--- config.mk ---
export PLATFORM = sky130hd
export DESIGN_NAME = mixed_fraction_accumulator_flat
export DESIGN_NICKNAME = d
export VERILOG_FILES = /design/src/sv/mfa_pkg.sv /design/src/sv/mfa_if.sv /design/src/sv/mfa_mul.sv /design/src/sv/mfa_div.sv /design/src/sv/mfa_dp.sv /design/src/sv/mfa_ctrl.sv /design/src/sv/mixed_fraction_accumulator.sv /design/src/flat_wrapper.sv
export VERILOG_INCLUDE_DIRS = /design/src /design/src/sv
export SDC_FILE = /design/constraint.sdc
export NUM_CORES = 2
export LEC_CHECK = 0
export BUFFER_PORTS_ARGS = -buffer_cell sky130_fd_sc_hd__buf_2
export CAP_MARGIN = 20
export CORE_ASPECT_RATIO = 0.75
export CORE_MARGIN = 8
export CORE_UTILIZATION = 45
export DETAILED_ROUTE_END_ITERATION = 6
export MAX_ROUTING_LAYER = met4
export SYNTH_ARGS = -nofsm -noshare
export SYNTH_HDL_FRONTEND = slang
export SYNTH_SLANG_ARGS = --single-unit
--- constraint.sdc ---
create_clock -name clk -period 12.3 [get_ports clk]
set_clock_uncertainty 0.15 [all_clocks]
set_input_delay 0.615 -clock clk [delete_from_list [all_inputs] [get_ports clk]]
set_output_delay 0.615 -clock clk [all_outputs]
set_load 0.05 [all_outputs]
--- src/sv/assert_macros.svh ---
// shared assertion macros, clocked on clk and disabled while rst_n is low
`ifndef ASSERT_MACROS_SVH
`define ASSERT_MACROS_SVH

// property that must hold on every edge
`define MFA_ASSERT(lbl, prop, msg) \
  lbl: assert property (@(posedge clk) disable iff (!rst_n) (prop)) else $error(msg);

// consequent must hold in the cycle after the antecedent
`define MFA_ASSERT_NEXT(lbl, ante, cons, msg) \
  lbl: assert property (@(posedge clk) disable iff (!rst_n) (ante) |=> (cons)) else $error(msg);

`endif

--- src/sv/mfa_pkg.sv ---
package mfa_pkg;

  // operation codes, codes above OP_READ act as read
  localparam logic [2:0] OP_SET  = 3'd0;
  localparam logic [2:0] OP_ADD  = 3'd1;
  localparam logic [2:0] OP_MUL  = 3'd2;
  localparam logic [2:0] OP_INC  = 3'd3;
  localparam logic [2:0] OP_DEC  = 3'd4;
  localparam logic [2:0] OP_READ = 3'd5;

  // result status codes
  localparam logic [1:0] ST_OK       = 2'd0;
  localparam logic [1:0] ST_ZERO_DEN = 2'd1;
  localparam logic [1:0] ST_OVERFLOW = 2'd2;

  // datapath micro operations
  typedef enum logic [4:0] {
    U_NONE, U_SET, U_ADDW, U_M_AN_Z, U_M_AD_Y, U_ADD_PN, U_M_AD_Z,
    U_MW0, U_M_AW_AD, U_ADD_PAN, U_M_X_Z, U_ADD_NY, U_M_P_N, U_M_Q_D,
    U_DIV_ND, U_CLRD, U_ZD, U_DIV_G, U_DIV_NG, U_DIV_DG,
    U_INC, U_DEC, U_RDCHK, U_COMMIT, U_OUT
  } uop_t;

  typedef struct packed {
    logic load;
    uop_t uop;
  } cmd_t;

  typedef struct packed {
    logic done;
    logic n_zero;
    logic d_zero;
    logic an_zero;
    logic y_zero;
    logic gb_zero;
  } sts_t;

endpackage

--- src/sv/mfa_if.sv ---
// command channel
interface mfa_in_if;
  logic              valid;
  logic              ready;
  logic [2:0]        operation;
  logic signed [31:0] operand_whole;
  logic signed [31:0] operand_numer;
  logic signed [31:0] operand_denom;

  modport source (output valid, operation, operand_whole, operand_numer, operand_denom,
                  input ready);
  modport sink (input valid, operation, operand_whole, operand_numer, operand_denom,
                output ready);
endinterface

// result channel
interface mfa_out_if;
  logic              valid;
  logic              ready;
  logic signed [31:0] value_whole;
  logic signed [31:0] value_numer;
  logic signed [31:0] value_denom;
  logic [1:0]        status;

  modport source (output valid, value_whole, value_numer, value_denom, status,
                  input ready);
  modport sink (input valid, value_whole, value_numer, value_denom, status,
                output ready);
endinterface

--- src/sv/mfa_mul.sv ---
`include "assert_macros.svh"

module mfa_mul #(
  parameter int WIDTH = 32
) (
  input  logic                    clk,
  input  logic                    rst_n,
  input  logic                    start,
  input  logic signed [WIDTH-1:0] a,
  input  logic signed [WIDTH-1:0] b,
  output logic                    done,
  output logic signed [WIDTH-1:0] prod,
  output logic                    ovf
);

  localparam int CW = $clog2(WIDTH);
  localparam int PW = 2 * WIDTH;

  logic          busy_r, busy_nxt;
  logic          done_r, done_nxt;
  logic [CW-1:0] cnt_r, cnt_nxt;
  logic [PW-1:0] mc_r, mc_nxt;
  logic [WIDTH-1:0] mp_r, mp_nxt;
  logic [PW-1:0] acc_r, acc_nxt;
  logic          neg_r, neg_nxt;
  logic [WIDTH-1:0] ua, ub;
  logic [PW-1:0] sp, limit;

  // operand magnitudes
  assign ua = a[WIDTH-1] ? (~a + 1'b1) : a;
  assign ub = b[WIDTH-1] ? (~b + 1'b1) : b;

  // shift and add, one multiplier bit per cycle
  always_comb begin
    busy_nxt = busy_r;
    done_nxt = 1'b0;
    cnt_nxt  = cnt_r;
    mc_nxt   = mc_r;
    mp_nxt   = mp_r;
    acc_nxt  = acc_r;
    neg_nxt  = neg_r;
    if (start) begin
      busy_nxt = 1'b1;
      cnt_nxt  = CW'(WIDTH - 1);
      mc_nxt   = {{WIDTH{1'b0}}, ua};
      mp_nxt   = ub;
      acc_nxt  = '0;
      neg_nxt  = a[WIDTH-1] ^ b[WIDTH-1];
    end else if (busy_r) begin
      if (mp_r[0]) begin
        acc_nxt = acc_r + mc_r;
      end
      mc_nxt = mc_r << 1;
      mp_nxt = mp_r >> 1;
      cnt_nxt = cnt_r - 1'b1;
      if (cnt_r == '0) begin
        busy_nxt = 1'b0;
        done_nxt = 1'b1;
      end
    end
  end

  always_ff @(posedge clk) begin
    if (!rst_n) begin
      busy_r <= 1'b0;
      done_r <= 1'b0;
    end else begin
      busy_r <= busy_nxt;
      done_r <= done_nxt;
    end
  end

  always_ff @(posedge clk) begin
    cnt_r <= cnt_nxt;
    mc_r  <= mc_nxt;
    mp_r  <= mp_nxt;
    acc_r <= acc_nxt;
    neg_r <= neg_nxt;
  end

  // signed result and range check
  assign sp    = neg_r ? (~acc_r + 1'b1) : acc_r;
  assign limit = (PW'(1) << (WIDTH - 1)) - PW'(1) + PW'(neg_r);
  assign prod  = sp[WIDTH-1:0];
  assign ovf   = acc_r > limit;
  assign done  = done_r;

  `MFA_ASSERT(a_mul_no_restart, !(start && busy_r), "multiplier started while busy")
  `MFA_ASSERT_NEXT(a_mul_done_pulse, done_r, !done_r, "multiplier done held two cycles")

endmodule

--- src/sv/mfa_div.sv ---
module mfa_div #(
  parameter int WIDTH = 32
) (
  input  logic                    clk,
  input  logic                    rst_n,
  input  logic                    start,
  input  logic signed [WIDTH-1:0] a,
  input  logic signed [WIDTH-1:0] b,
  output logic                    done,
  output logic signed [WIDTH-1:0] quo,
  output logic signed [WIDTH-1:0] rem,
  output logic                    ovf
);

  localparam int CW = $clog2(WIDTH);

  logic          busy_r, busy_nxt;
  logic          done_r, done_nxt;
  logic [CW-1:0] cnt_r, cnt_nxt;
  logic [WIDTH:0]   rem_r, rem_nxt;
  logic [WIDTH-1:0] quo_r, quo_nxt;
  logic [WIDTH-1:0] dv_r, dv_nxt;
  logic          sq_r, sq_nxt;
  logic          sr_r, sr_nxt;
  logic          ovf_r, ovf_nxt;
  logic [WIDTH-1:0] ua, ub;
  logic [WIDTH:0]   trial;

  assign ua = a[WIDTH-1] ? (~a + 1'b1) : a;
  assign ub = b[WIDTH-1] ? (~b + 1'b1) : b;
  assign trial = {rem_r[WIDTH-1:0], quo_r[WIDTH-1]};

  // restoring division, one quotient bit per cycle
  always_comb begin
    busy_nxt = busy_r;
    done_nxt = 1'b0;
    cnt_nxt  = cnt_r;
    rem_nxt  = rem_r;
    quo_nxt  = quo_r;
    dv_nxt   = dv_r;
    sq_nxt   = sq_r;
    sr_nxt   = sr_r;
    ovf_nxt  = ovf_r;
    if (start) begin
      busy_nxt = 1'b1;
      cnt_nxt  = CW'(WIDTH - 1);
      rem_nxt  = '0;
      quo_nxt  = ua;
      dv_nxt   = ub;
      sq_nxt   = a[WIDTH-1] ^ b[WIDTH-1];
      sr_nxt   = a[WIDTH-1];
      ovf_nxt  = (a == {1'b1, {(WIDTH-1){1'b0}}}) && (b == {WIDTH{1'b1}});
    end else if (busy_r) begin
      if (trial >= {1'b0, dv_r}) begin
        rem_nxt = trial - {1'b0, dv_r};
        quo_nxt = {quo_r[WIDTH-2:0], 1'b1};
      end else begin
        rem_nxt = trial;
        quo_nxt = {quo_r[WIDTH-2:0], 1'b0};
      end
      cnt_nxt = cnt_r - 1'b1;
      if (cnt_r == '0) begin
        busy_nxt = 1'b0;
        done_nxt = 1'b1;
      end
    end
  end

  always_ff @(posedge clk) begin
    if (!rst_n) begin
      busy_r <= 1'b0;
      done_r <= 1'b0;
    end else begin
      busy_r <= busy_nxt;
      done_r <= done_nxt;
    end
  end

  always_ff @(posedge clk) begin
    cnt_r <= cnt_nxt;
    rem_r <= rem_nxt;
    quo_r <= quo_nxt;
    dv_r  <= dv_nxt;
    sq_r  <= sq_nxt;
    sr_r  <= sr_nxt;
    ovf_r <= ovf_nxt;
  end

  // truncating signs: quotient by both, remainder by dividend
  assign quo  = sq_r ? (~quo_r + 1'b1) : quo_r;
  assign rem  = sr_r ? (~rem_r[WIDTH-1:0] + 1'b1) : rem_r[WIDTH-1:0];
  assign ovf  = ovf_r;
  assign done = done_r;

endmodule

--- src/sv/mfa_dp.sv ---
`include "assert_macros.svh"

module mfa_dp
  import mfa_pkg::*;
#(
  parameter int WIDTH = 32
) (
  input  logic               clk,
  input  logic               rst_n,
  input  cmd_t               cmd,
  output sts_t               sts,
  input  logic [2:0]         in_op,
  input  logic signed [31:0] in_whole,
  input  logic signed [31:0] in_numer,
  input  logic signed [31:0] in_denom,
  output logic               out_valid,
  input  logic               out_ready,
  output logic signed [31:0] out_whole,
  output logic signed [31:0] out_numer,
  output logic signed [31:0] out_denom,
  output logic [1:0]         out_status
);

  localparam logic signed [WIDTH-1:0] W_ONE  = WIDTH'(1);
  localparam logic signed [WIDTH-1:0] W_NEG1 = {WIDTH{1'b1}};

  typedef logic signed [WIDTH-1:0] word_t;

  word_t aw_r, aw_nxt, an_r, an_nxt, ad_r, ad_nxt;
  word_t x_r, x_nxt, y_r, y_nxt, z_r, z_nxt;
  word_t w_r, w_nxt, n_r, n_nxt, d_r, d_nxt, p_r, p_nxt, q_r, q_nxt;
  word_t ga_r, ga_nxt, gb_r, gb_nxt;
  logic  ovf_r, ovf_nxt, zd_r, zd_nxt, busy_r, busy_nxt;
  logic  ov_r, ov_nxt;
  logic signed [31:0] ow_r, ow_nxt, on_r, on_nxt, od_r, od_nxt;
  logic [1:0] ost_r, ost_nxt;

  logic  is_mul, is_div, mul_done, div_done, mul_ovf, div_ovf;
  logic  done_c;
  word_t mul_a, mul_b, div_a, div_b, mul_prod, div_quo, div_rem;
  logic [WIDTH:0] fx, fy, fz;

  // wrapping add with overflow flag on top
  function automatic logic [WIDTH:0] add_w(word_t a, word_t b);
    word_t s;
    s = a + b;
    return {(a[WIDTH-1] == b[WIDTH-1]) && (s[WIDTH-1] != a[WIDTH-1]), s};
  endfunction

  // fit a 32 bit field into WIDTH bits
  function automatic logic [WIDTH:0] take_f(logic signed [31:0] f);
    logic signed [63:0] s;
    logic signed [63:0] e;
    word_t r;
    s = 64'(f);
    r = s[WIDTH-1:0];
    e = 64'(r);
    return {e != s, r};
  endfunction

  // low 32 bits of a sign extended value
  function automatic logic signed [31:0] to32(word_t v);
    logic signed [63:0] e;
    e = 64'(v);
    return e[31:0];
  endfunction

  assign fx = take_f(in_whole);
  assign fy = take_f(in_numer);
  assign fz = take_f(in_denom);

  // operand routing for the shared units
  always_comb begin
    is_mul = 1'b1;
    mul_a  = an_r;
    mul_b  = z_r;
    unique case (cmd.uop)
      U_M_AN_Z:  begin mul_a = an_r; mul_b = z_r;  end
      U_M_AD_Y:  begin mul_a = ad_r; mul_b = y_r;  end
      U_M_AD_Z:  begin mul_a = ad_r; mul_b = z_r;  end
      U_M_AW_AD: begin mul_a = aw_r; mul_b = ad_r; end
      U_M_X_Z:   begin mul_a = x_r;  mul_b = z_r;  end
      U_M_P_N:   begin mul_a = p_r;  mul_b = n_r;  end
      U_M_Q_D:   begin mul_a = q_r;  mul_b = d_r;  end
      default:   is_mul = 1'b0;
    endcase
  end

  always_comb begin
    is_div = 1'b1;
    div_a  = n_r;
    div_b  = d_r;
    unique case (cmd.uop)
      U_DIV_ND: begin div_a = n_r;  div_b = d_r;  end
      U_DIV_G:  begin div_a = ga_r; div_b = gb_r; end
      U_DIV_NG: begin div_a = n_r;  div_b = ga_r; end
      U_DIV_DG: begin div_a = d_r;  div_b = ga_r; end
      default:  is_div = 1'b0;
    endcase
  end

  mfa_mul #(.WIDTH(WIDTH)) u_mul (
    .clk(clk), .rst_n(rst_n), .start(is_mul && !busy_r), .a(mul_a), .b(mul_b),
    .done(mul_done), .prod(mul_prod), .ovf(mul_ovf)
  );

  mfa_div #(.WIDTH(WIDTH)) u_div (
    .clk(clk), .rst_n(rst_n), .start(is_div && !busy_r), .a(div_a), .b(div_b),
    .done(div_done), .quo(div_quo), .rem(div_rem), .ovf(div_ovf)
  );

  // micro operation execution
  always_comb begin
    logic  av;
    word_t asum;
    aw_nxt = aw_r; an_nxt = an_r; ad_nxt = ad_r;
    x_nxt = x_r; y_nxt = y_r; z_nxt = z_r;
    w_nxt = w_r; n_nxt = n_r; d_nxt = d_r; p_nxt = p_r; q_nxt = q_r;
    ga_nxt = ga_r; gb_nxt = gb_r;
    ovf_nxt = ovf_r; zd_nxt = zd_r;
    busy_nxt = busy_r;
    ow_nxt = ow_r; on_nxt = on_r; od_nxt = od_r; ost_nxt = ost_r;
    ov_nxt = ov_r;
    av = 1'b0;
    asum = '0;
    done_c = 1'b0;

    // capture a new command transaction
    if (cmd.load) begin
      x_nxt  = fx[WIDTH-1:0];
      y_nxt  = fy[WIDTH-1:0];
      z_nxt  = fz[WIDTH-1:0];
      ovf_nxt = (in_op == OP_SET || in_op == OP_ADD || in_op == OP_MUL) &&
                (fx[WIDTH] || fy[WIDTH] || fz[WIDTH]);
      zd_nxt = 1'b0;
    end

    if (ov_r && out_ready) begin
      ov_nxt = 1'b0;
    end

    // unit start bookkeeping
    if ((is_mul || is_div) && !busy_r) begin
      busy_nxt = 1'b1;
    end
    if (mul_done || div_done) begin
      busy_nxt = 1'b0;
    end

    unique case (cmd.uop)
      U_NONE: done_c = 1'b1;
      U_SET: begin
        w_nxt = x_r; n_nxt = y_r; d_nxt = z_r;
        done_c = 1'b1;
      end
      U_ADDW: begin
        {av, asum} = add_w(aw_r, x_r);
        w_nxt = asum;
        if (an_r == '0) begin
          n_nxt = y_r; d_nxt = z_r;
        end else begin
          n_nxt = an_r; d_nxt = ad_r;
        end
        done_c = 1'b1;
      end
      U_M_AN_Z: begin
        done_c = mul_done;
        if (mul_done) p_nxt = mul_prod;
      end
      U_M_AD_Y, U_M_X_Z, U_M_P_N: begin
        done_c = mul_done;
        if (mul_done) n_nxt = mul_prod;
      end
      U_M_AD_Z, U_M_Q_D: begin
        done_c = mul_done;
        if (mul_done) d_nxt = mul_prod;
      end
      U_M_AW_AD: begin
        done_c = mul_done;
        if (mul_done) p_nxt = mul_prod;
      end
      U_ADD_PN: begin
        {av, asum} = add_w(p_r, n_r);
        n_nxt = asum;
        done_c = 1'b1;
      end
      U_MW0: begin
        w_nxt = '0;
        if (an_r == '0) begin
          p_nxt = aw_r; q_nxt = W_ONE;
        end else begin
          q_nxt = ad_r;
        end
        if (y_r == '0) begin
          n_nxt = x_r; d_nxt = W_ONE;
        end else begin
          d_nxt = z_r;
        end
        done_c = 1'b1;
      end
      U_ADD_PAN: begin
        {av, asum} = add_w(p_r, an_r);
        p_nxt = asum;
        done_c = 1'b1;
      end
      U_ADD_NY: begin
        {av, asum} = add_w(n_r, y_r);
        n_nxt = asum;
        done_c = 1'b1;
      end
      U_DIV_ND: begin
        done_c = div_done;
        if (div_done) begin
          {av, asum} = add_w(w_r, div_quo);
          w_nxt  = asum;
          n_nxt  = div_rem;
          ga_nxt = d_r;
          gb_nxt = div_rem;
        end
      end
      U_CLRD: begin
        d_nxt = '0;
        done_c = 1'b1;
      end
      U_ZD: begin
        zd_nxt = 1'b1;
        done_c = 1'b1;
      end
      U_DIV_G: begin
        done_c = div_done;
        if (div_done) begin
          ga_nxt = gb_r;
          gb_nxt = div_rem;
        end
      end
      U_DIV_NG: begin
        done_c = div_done;
        if (div_done) n_nxt = div_quo;
      end
      U_DIV_DG: begin
        done_c = div_done;
        if (div_done) d_nxt = div_quo;
      end
      U_INC: begin
        {av, asum} = add_w(aw_r, W_ONE);
        aw_nxt = asum;
        done_c = 1'b1;
      end
      U_DEC: begin
        {av, asum} = add_w(aw_r, W_NEG1);
        aw_nxt = asum;
        done_c = 1'b1;
      end
      U_RDCHK: begin
        zd_nxt = (an_r != '0) && (ad_r == '0);
        done_c = 1'b1;
      end
      U_COMMIT: begin
        aw_nxt = w_r; an_nxt = n_r; ad_nxt = d_r;
        done_c = 1'b1;
      end
      U_OUT: begin
        if (!ov_r || out_ready) begin
          ow_nxt = to32(aw_r);
          on_nxt = to32(an_r);
          od_nxt = to32(ad_r);
          ost_nxt = zd_r ? ST_ZERO_DEN : (ovf_r ? ST_OVERFLOW : ST_OK);
          ov_nxt = 1'b1;
          done_c = 1'b1;
        end
      end
      default: done_c = 1'b1;
    endcase

    // fold in overflow from adds and finished units
    ovf_nxt = ovf_nxt | av | (mul_done && mul_ovf) | (div_done && div_ovf);
  end

  // flags for the sequencer
  assign sts = '{done:    done_c,
                 n_zero:  (n_r == '0),
                 d_zero:  (d_r == '0),
                 an_zero: (an_r == '0),
                 y_zero:  (y_r == '0),
                 gb_zero: (gb_r == '0)};

  always_ff @(posedge clk) begin
    if (!rst_n) begin
      aw_r   <= '0;
      an_r   <= '0;
      ad_r   <= '0;
      ovf_r  <= 1'b0;
      zd_r   <= 1'b0;
      busy_r <= 1'b0;
      ov_r   <= 1'b0;
    end else begin
      aw_r   <= aw_nxt;
      an_r   <= an_nxt;
      ad_r   <= ad_nxt;
      ovf_r  <= ovf_nxt;
      zd_r   <= zd_nxt;
      busy_r <= busy_nxt;
      ov_r   <= ov_nxt;
    end
  end

  always_ff @(posedge clk) begin
    x_r <= x_nxt; y_r <= y_nxt; z_r <= z_nxt;
    w_r <= w_nxt; n_r <= n_nxt; d_r <= d_nxt; p_r <= p_nxt; q_r <= q_nxt;
    ga_r <= ga_nxt; gb_r <= gb_nxt;
    ow_r <= ow_nxt; on_r <= on_nxt; od_r <= od_nxt; ost_r <= ost_nxt;
  end

  assign out_valid  = ov_r;
  assign out_whole  = ow_r;
  assign out_numer  = on_r;
  assign out_denom  = od_r;
  assign out_status = ost_r;

  `MFA_ASSERT(a_zd_denom_zero, !(ov_r && ost_r == ST_ZERO_DEN) || od_r == '0,
              "zero denominator result with nonzero denominator")
  `MFA_ASSERT(a_zd_commit, !(cmd.uop == U_COMMIT && zd_r) || d_r == '0,
              "faulted value committed with nonzero denominator")

endmodule

--- src/sv/mfa_ctrl.sv ---
`include "assert_macros.svh"

module mfa_ctrl
  import mfa_pkg::*;
(
  input  logic       clk,
  input  logic       rst_n,
  input  logic       in_valid,
  output logic       in_ready,
  input  logic [2:0] in_op,
  input  sts_t       sts,
  output cmd_t       cmd
);

  typedef enum logic [27:0] {
    ST_IDLE   = 28'h0000001,
    ST_SET    = 28'h0000002,
    ST_ADDW   = 28'h0000004,
    ST_A_M1   = 28'h0000008,
    ST_A_M2   = 28'h0000010,
    ST_A_ADD  = 28'h0000020,
    ST_A_M3   = 28'h0000040,
    ST_MW0    = 28'h0000080,
    ST_M_AWAD = 28'h0000100,
    ST_M_ADDP = 28'h0000200,
    ST_M_XZ   = 28'h0000400,
    ST_M_ADDN = 28'h0000800,
    ST_M_PN   = 28'h0001000,
    ST_M_QD   = 28'h0002000,
    ST_N_CHK  = 28'h0004000,
    ST_N_CLRD = 28'h0008000,
    ST_N_ZD   = 28'h0010000,
    ST_N_DIV  = 28'h0020000,
    ST_N_CHK2 = 28'h0040000,
    ST_G_CHK  = 28'h0080000,
    ST_G_STEP = 28'h0100000,
    ST_G_NG   = 28'h0200000,
    ST_G_DG   = 28'h0400000,
    ST_INC    = 28'h0800000,
    ST_DEC    = 28'h1000000,
    ST_RD     = 28'h2000000,
    ST_COMMIT = 28'h4000000,
    ST_OUT    = 28'h8000000
  } state_t;

  state_t state_r, state_nxt;
  uop_t   uop_c;

  assign in_ready = (state_r == ST_IDLE);
  assign cmd = '{load: in_valid && in_ready, uop: uop_c};

  // micro operation per state
  always_comb begin
    unique case (state_r)
      ST_SET:    uop_c = U_SET;
      ST_ADDW:   uop_c = U_ADDW;
      ST_A_M1:   uop_c = U_M_AN_Z;
      ST_A_M2:   uop_c = U_M_AD_Y;
      ST_A_ADD:  uop_c = U_ADD_PN;
      ST_A_M3:   uop_c = U_M_AD_Z;
      ST_MW0:    uop_c = U_MW0;
      ST_M_AWAD: uop_c = U_M_AW_AD;
      ST_M_ADDP: uop_c = U_ADD_PAN;
      ST_M_XZ:   uop_c = U_M_X_Z;
      ST_M_ADDN: uop_c = U_ADD_NY;
      ST_M_PN:   uop_c = U_M_P_N;
      ST_M_QD:   uop_c = U_M_Q_D;
      ST_N_CLRD: uop_c = U_CLRD;
      ST_N_ZD:   uop_c = U_ZD;
      ST_N_DIV:  uop_c = U_DIV_ND;
      ST_G_STEP: uop_c = U_DIV_G;
      ST_G_NG:   uop_c = U_DIV_NG;
      ST_G_DG:   uop_c = U_DIV_DG;
      ST_INC:    uop_c = U_INC;
      ST_DEC:    uop_c = U_DEC;
      ST_RD:     uop_c = U_RDCHK;
      ST_COMMIT: uop_c = U_COMMIT;
      ST_OUT:    uop_c = U_OUT;
      default:   uop_c = U_NONE;
    endcase
  end

  // sequencing
  always_comb begin
    state_nxt = state_r;
    if (state_r == ST_IDLE) begin
      if (in_valid) begin
        unique case (in_op)
          OP_SET:  state_nxt = ST_SET;
          OP_ADD:  state_nxt = ST_ADDW;
          OP_MUL:  state_nxt = ST_MW0;
          OP_INC:  state_nxt = ST_INC;
          OP_DEC:  state_nxt = ST_DEC;
          default: state_nxt = ST_RD;
        endcase
      end
    end else if (sts.done) begin
      unique case (state_r)
        ST_SET:    state_nxt = ST_N_CHK;
        ST_ADDW:   state_nxt = (!sts.an_zero && !sts.y_zero) ? ST_A_M1 : ST_N_CHK;
        ST_A_M1:   state_nxt = ST_A_M2;
        ST_A_M2:   state_nxt = ST_A_ADD;
        ST_A_ADD:  state_nxt = ST_A_M3;
        ST_A_M3:   state_nxt = ST_N_CHK;
        ST_MW0: begin
          priority if (!sts.an_zero) state_nxt = ST_M_AWAD;
          else if (!sts.y_zero)      state_nxt = ST_M_XZ;
          else                       state_nxt = ST_M_PN;
        end
        ST_M_AWAD: state_nxt = ST_M_ADDP;
        ST_M_ADDP: state_nxt = sts.y_zero ? ST_M_PN : ST_M_XZ;
        ST_M_XZ:   state_nxt = ST_M_ADDN;
        ST_M_ADDN: state_nxt = ST_M_PN;
        ST_M_PN:   state_nxt = ST_M_QD;
        ST_M_QD:   state_nxt = ST_N_CHK;
        ST_N_CHK: begin
          priority if (sts.n_zero) state_nxt = ST_N_CLRD;
          else if (sts.d_zero)     state_nxt = ST_N_ZD;
          else                     state_nxt = ST_N_DIV;
        end
        ST_N_CLRD: state_nxt = ST_COMMIT;
        ST_N_ZD:   state_nxt = ST_COMMIT;
        ST_N_DIV:  state_nxt = ST_N_CHK2;
        ST_N_CHK2: state_nxt = sts.n_zero ? ST_N_CLRD : ST_G_CHK;
        ST_G_CHK:  state_nxt = sts.gb_zero ? ST_G_NG : ST_G_STEP;
        ST_G_STEP: state_nxt = ST_G_CHK;
        ST_G_NG:   state_nxt = ST_G_DG;
        ST_G_DG:   state_nxt = ST_COMMIT;
        ST_INC:    state_nxt = ST_OUT;
        ST_DEC:    state_nxt = ST_OUT;
        ST_RD:     state_nxt = ST_OUT;
        ST_COMMIT: state_nxt = ST_OUT;
        ST_OUT:    state_nxt = ST_IDLE;
        default:   state_nxt = ST_IDLE;
      endcase
    end
  end

  always_ff @(posedge clk) begin
    if (!rst_n) begin
      state_r <= ST_IDLE;
    end else begin
      state_r <= state_nxt;
    end
  end

  `MFA_ASSERT_NEXT(a_leave_idle, in_valid && in_ready, state_r != ST_IDLE,
                   "command transaction accepted but sequencer stayed idle")
  `MFA_ASSERT(a_gcd_div_nonzero, !(state_r == ST_G_STEP) || !sts.gb_zero,
              "gcd step with zero divisor")

endmodule

--- src/sv/mixed_fraction_accumulator.sv ---
// channel   role    transaction payload
// in_ch     sink    operation, operand_whole, operand_numer, operand_denom
// out_ch    source  value_whole, value_numer, value_denom, status
//
// one command at a time; increment, decrement and read pass through their own state and then the output state
// set/add/multiply: each multiply or division runs on the shared shift-add
// multiplier and restoring divider; normalize takes k+3 divisions for k gcd steps,
// a check before each step and a last one, and up to four multiplies before it
// rst_n is synchronous; the accumulated value resets to zero
// a result waits in the output register; the next command is taken meanwhile
// and stalls only at its own result while out_ch is still full
module mixed_fraction_accumulator
  import mfa_pkg::*;
#(
  parameter int WIDTH = 32
) (
  input  logic      clk,
  input  logic      rst_n,
  mfa_in_if.sink    in_ch,
  mfa_out_if.source out_ch
);

  cmd_t cmd;
  sts_t sts;
  logic ready;

  // sequencer
  mfa_ctrl u_ctrl (
    .clk(clk), .rst_n(rst_n), .in_valid(in_ch.valid), .in_ready(ready),
    .in_op(in_ch.operation), .sts(sts), .cmd(cmd)
  );

  assign in_ch.ready = ready;

  // arithmetic and state
  mfa_dp #(.WIDTH(WIDTH)) u_dp (
    .clk(clk), .rst_n(rst_n), .cmd(cmd), .sts(sts),
    .in_op(in_ch.operation), .in_whole(in_ch.operand_whole),
    .in_numer(in_ch.operand_numer), .in_denom(in_ch.operand_denom),
    .out_valid(out_ch.valid), .out_ready(out_ch.ready),
    .out_whole(out_ch.value_whole), .out_numer(out_ch.value_numer),
    .out_denom(out_ch.value_denom), .out_status(out_ch.status)
  );

endmodule

--- src/flat_wrapper.sv ---
// flat-port wrapper written by rule: the top's interface ports become plain ports
module mixed_fraction_accumulator_flat import mfa_pkg::*;
#(
  parameter int WIDTH = 32
)
  (clk, rst_n, in_ch_valid, in_ch_operation, in_ch_operand_whole, in_ch_operand_numer, in_ch_operand_denom, in_ch_ready, out_ch_valid, out_ch_value_whole, out_ch_value_numer, out_ch_value_denom, out_ch_status, out_ch_ready);
  mfa_in_if in_ch_i ();
  mfa_out_if out_ch_i ();
  input  logic clk;
  input  logic rst_n;
  input wire logic [$bits(in_ch_i.valid)-1:0] in_ch_valid;
  input wire logic [$bits(in_ch_i.operation)-1:0] in_ch_operation;
  input wire logic [$bits(in_ch_i.operand_whole)-1:0] in_ch_operand_whole;
  input wire logic [$bits(in_ch_i.operand_numer)-1:0] in_ch_operand_numer;
  input wire logic [$bits(in_ch_i.operand_denom)-1:0] in_ch_operand_denom;
  output wire logic [$bits(in_ch_i.ready)-1:0] in_ch_ready;
  output wire logic [$bits(out_ch_i.valid)-1:0] out_ch_valid;
  output wire logic [$bits(out_ch_i.value_whole)-1:0] out_ch_value_whole;
  output wire logic [$bits(out_ch_i.value_numer)-1:0] out_ch_value_numer;
  output wire logic [$bits(out_ch_i.value_denom)-1:0] out_ch_value_denom;
  output wire logic [$bits(out_ch_i.status)-1:0] out_ch_status;
  input wire logic [$bits(out_ch_i.ready)-1:0] out_ch_ready;
  assign in_ch_i.valid = in_ch_valid;
  assign in_ch_i.operation = in_ch_operation;
  assign in_ch_i.operand_whole = in_ch_operand_whole;
  assign in_ch_i.operand_numer = in_ch_operand_numer;
  assign in_ch_i.operand_denom = in_ch_operand_denom;
  assign in_ch_ready = in_ch_i.ready;
  assign out_ch_valid = out_ch_i.valid;
  assign out_ch_value_whole = out_ch_i.value_whole;
  assign out_ch_value_numer = out_ch_i.value_numer;
  assign out_ch_value_denom = out_ch_i.value_denom;
  assign out_ch_status = out_ch_i.status;
  assign out_ch_i.ready = out_ch_ready;
  mixed_fraction_accumulator #(.WIDTH(WIDTH)) u_core (.clk(clk), .rst_n(rst_n), .in_ch(in_ch_i), .out_ch(out_ch_i));
endmodule
==> metrics.yaml <==
status:
  outcome: "finished, violations left"
  failing_checks: "DRC"
yosys:
  synth_fp_nets: 6747
  synthTopCellsByCount: "nand2_1 (832), a21oi_1 (568), edfxtp_1 (550)"
  synth-seq-area-share: 0.395
  flops_latches_synth: 820
  synth_cells: 6341
  mappedNetlistArea_sq_um: 55600
  netlist.top_cell.by_area: "edfxtp_1"
  synth_flop_cell: "edfxtp_1"
  ys.warnings.count: 0
  yosys.cell_count.top_type: "nand2_1"
  netlist.area_leader.share: 0.297
  synthDistinctLibCells: 89
  synth_edf_count: 550
  post_synth.cell_area_avg_sq_um: 8.76
  async_reset_ff_frac: 0
  synth_top_cells_by_area: "edfxtp_1 (30%), dfxtp_1 (9.7%), ha_1 (6.7%)"
global_route:
  grt_max_degree: 99
  initial_antenna_violation_count: 31
  grt_util_all_layers: 0.421
  first_global_vias: 50500
  grt_first_pass_wirelength_um: 400000
  sum_of_overflow_across_all_layers_after_global_routing: 0
sta:
  maxSlewViolCount: 0
  final_period_demand_of_the_worst_path_ns: 6.05
  achievable-frequency_mhz: 165
  final-hold-violation-count: 0
  final-setup-viol-count: 0
  tns_ns: 0
  worst_slew_pin_slew_ns: 1.31
  post-route-period-util: 0.492
  slew-limit-headroom: 0.125
  rsz0062_at_grt: "false"
placement:
  io_buffers: 202
  detailed_place.area_sq_um: 59100
  gpl.final_weighted_congestion: 1.06
  place.detailed.hpwl_um: 222000
  numPlacedInstances: 8034
hold_path:
  hold_path_class: "primary input to flop"
die:
  floorplan.die.height_um: 320
  core-area_sq_um: 122000
  initial_core_util: 0.454
  design.die.area_sq_um: 135000
  row_count: 111
  top_level_ports: 203
  chipWidth_um: 422
cts:
  cts_root_buf: "clkbuf_16"
  cts_max_level: 3
  tritoncts: "done"
  numClockSinks: 820
  clk_latency_worst_skew_pair_ns: 0.76
  cts_setup_buffers: 0
  cts_resized: 0
  cts.path.max_buffers: 3
  clkTransAtPathRegs_ns: 0.07
  postCtsHoldBufs: 100
  cts-buffers-inserted: 93
final_layout:
  number_of_nets_in_the_finished_design: 7002
  layout-area-overhead-vs-synth_pct: 14.4
  largest_registers: "u_core.u_dp.u_mul.acc_r x64, u_core.u_dp.u_mul.mc_r x64"
  finalCoreUtilization: 0.520
  layout-drive-gt1-share: 0.102
  count_of_filler_cells_inserted_in_the_layout: 11400
  design_area_sq_um: 63600
  stdcell_count: 8346
pwr:
  power.combinational.fraction: 0.146
  internal_power_w: 0.00528
  p_clk_frac: 0.424
  ir_worst_vdd_v: 0.000126
  pd_cells_nw_per_um2: 118
  switching_fraction: 0.299
  seq_power_share: 0.430
  power.net_switching_w: 0.00225
  leakage_nw: 24.3
worst_setup_path:
  crit_path_top_delay_cell: "a211oi_1"
  timing.critical_path.to_type: "flop"
  worst-setup-path-type: "flop to flop"
  cpPeakStageDelay_ns: 0.62
  cp.arrival_ns: 6.37
  required_time_at_the_worst_slack_endpoint_ns: 12.61
  critical_path.max_fanout: 29
  critical_path.top_delay_family: "simple AND/OR/NAND/NOR gates"
  crit_path_start_kind: "flop"
  crit_path_cell_trace: "nor3_1 > and4_1 > nand2_2 > or2_1 > buf_4 > a211oi_1 > buf_4 > ha_1 > o21ai_1 > or4_4 > nand2b_1 > nor2_1 > a21oi_1 > xnor2_1 > o21ai_0"
  buffers_and_inverters_on_the_worst_path: 2
  critPathMostFrequentCell: "buf_4"
drt:
  firstDrtPassIters: 7
  met3_length_um: 49900
  dr_total_vias: 56900
  route.met2.wl_um: 105000
  vias_per_cell: 6.82
  m1WireLength_um: 122000
  detail_route.wirelength_um: 292000
  drc_errors: 55
  topRoutingLayerUsed: "met4"
  ant_nets: 0
  wl_per_cell_um: 34.9
  drc_marker_count_from_the_first_detailed_route_iteration: 9854
run:
  max-cap-violations: 0
## kinds of logic after synthesis
logic type | share of synthesized area
buffers and inverters | 0.0335
xor gates and xnor gates | 0.0713
AOI/OAI and AO/OA | 0.237
adders and majority gates | 0.0692
muxes | 0.0131
DFF | 0.395
and+or+nand+nor | 0.182
## layout make-up
cell class	count	area, sq um	area share
Multi-Input combinational cell	5036	32100	0.504
Sequential cell	820	21900	0.345
Timing Repair Buffer	500	3510	0.0552
Clock buffer	117	2620	0.0411
Tap cell	1638	2050	0.0322
Clock inverter	59	801	0.0126
Inverter	145	551	0.00866
Antenna cell	31	77.6	0.00122
## per-stage QoR
| stage | total power [W] | hold WS, ns | setup slack [ns] |
|---|---|---|---|
| global placement | 0.00429 | 0.293 | 6.12 |
| detailed placement | 0.00429 | 0.296 | 6.53 |
| CTS | 0.00748 | 0.140 | 6.52 |
| floorplan | 0.00380 | 0.280 | 5.02 |
| global route | 0.00769 | 0.150 | 6.02 |
| finish | 0.00753 | 0.156 | 6.25 |
## layout by cell type, fill, tap and decap left out, drive strengths merged, types with 66 or more instances in the layout
cell type    instances
xnor2              274
nand4               66
nor4                90
nand2              833
nor3               150
dlygate4sd3        100
o21ai              511
clkbuf             117
dfxtp              270
buf                400
a21oi              568
nor2b               78
a22oi              183
nor2               505
inv                151
xor2               178
nand3              128
edfxtp             550
ha                 296
a21o               139
## tightest hold or removal path, cell delays in order
cell     delay, ns
buf_2         0.07
nor2b_1       0.10
nor2_1        0.12
nor2_1        0.08
## power by group through the flow
stage | Clock [W] | Combinational (W) | Sequential (W)
after global routing | 0.00330 | 0.00116 | 0.00323
after global placement | 0 | 0.00101 | 0.00328
after floorplan | 0 | 0.000641 | 0.00316
after CTS | 0.00322 | 0.00105 | 0.00322
after detailed placement | 0 | 0.00102 | 0.00327
final | 0.00319 | 0.00110 | 0.00324
## metal layers
metal | up-vias | track usage
li1 | 24300 | -
met1 | 27400 | 0.577
met2 | 4438 | 0.511
met3 | 751 | 0.205
met4 | 0 | 0.178
met5 | - | -
## final timing paths
path	slack, ns	cells after the start	end	from
worst min-delay path	0.16	4	u_core.u_dp.out_valid$_SDFF_PN0_	out_ch_ready
worst max-delay path	6.25	15	u_core.u_dp.u_mul.mp_r[28]$_DFFE_PP_	u_core.u_ctrl.state_r[24]$_SDFFE_PN0P_
worst max register to register	6.25	15	u_core.u_dp.u_mul.mp_r[28]$_DFFE_PP_	u_core.u_ctrl.state_r[24]$_SDFFE_PN0P_
worst min register to register	0.31	2	u_core.u_dp.ad_r[28]$_SDFFE_PN0N_	u_core.u_dp.ad_r[28]$_SDFFE_PN0N_
No activity file was read; power rests on OpenSTA's default activity.
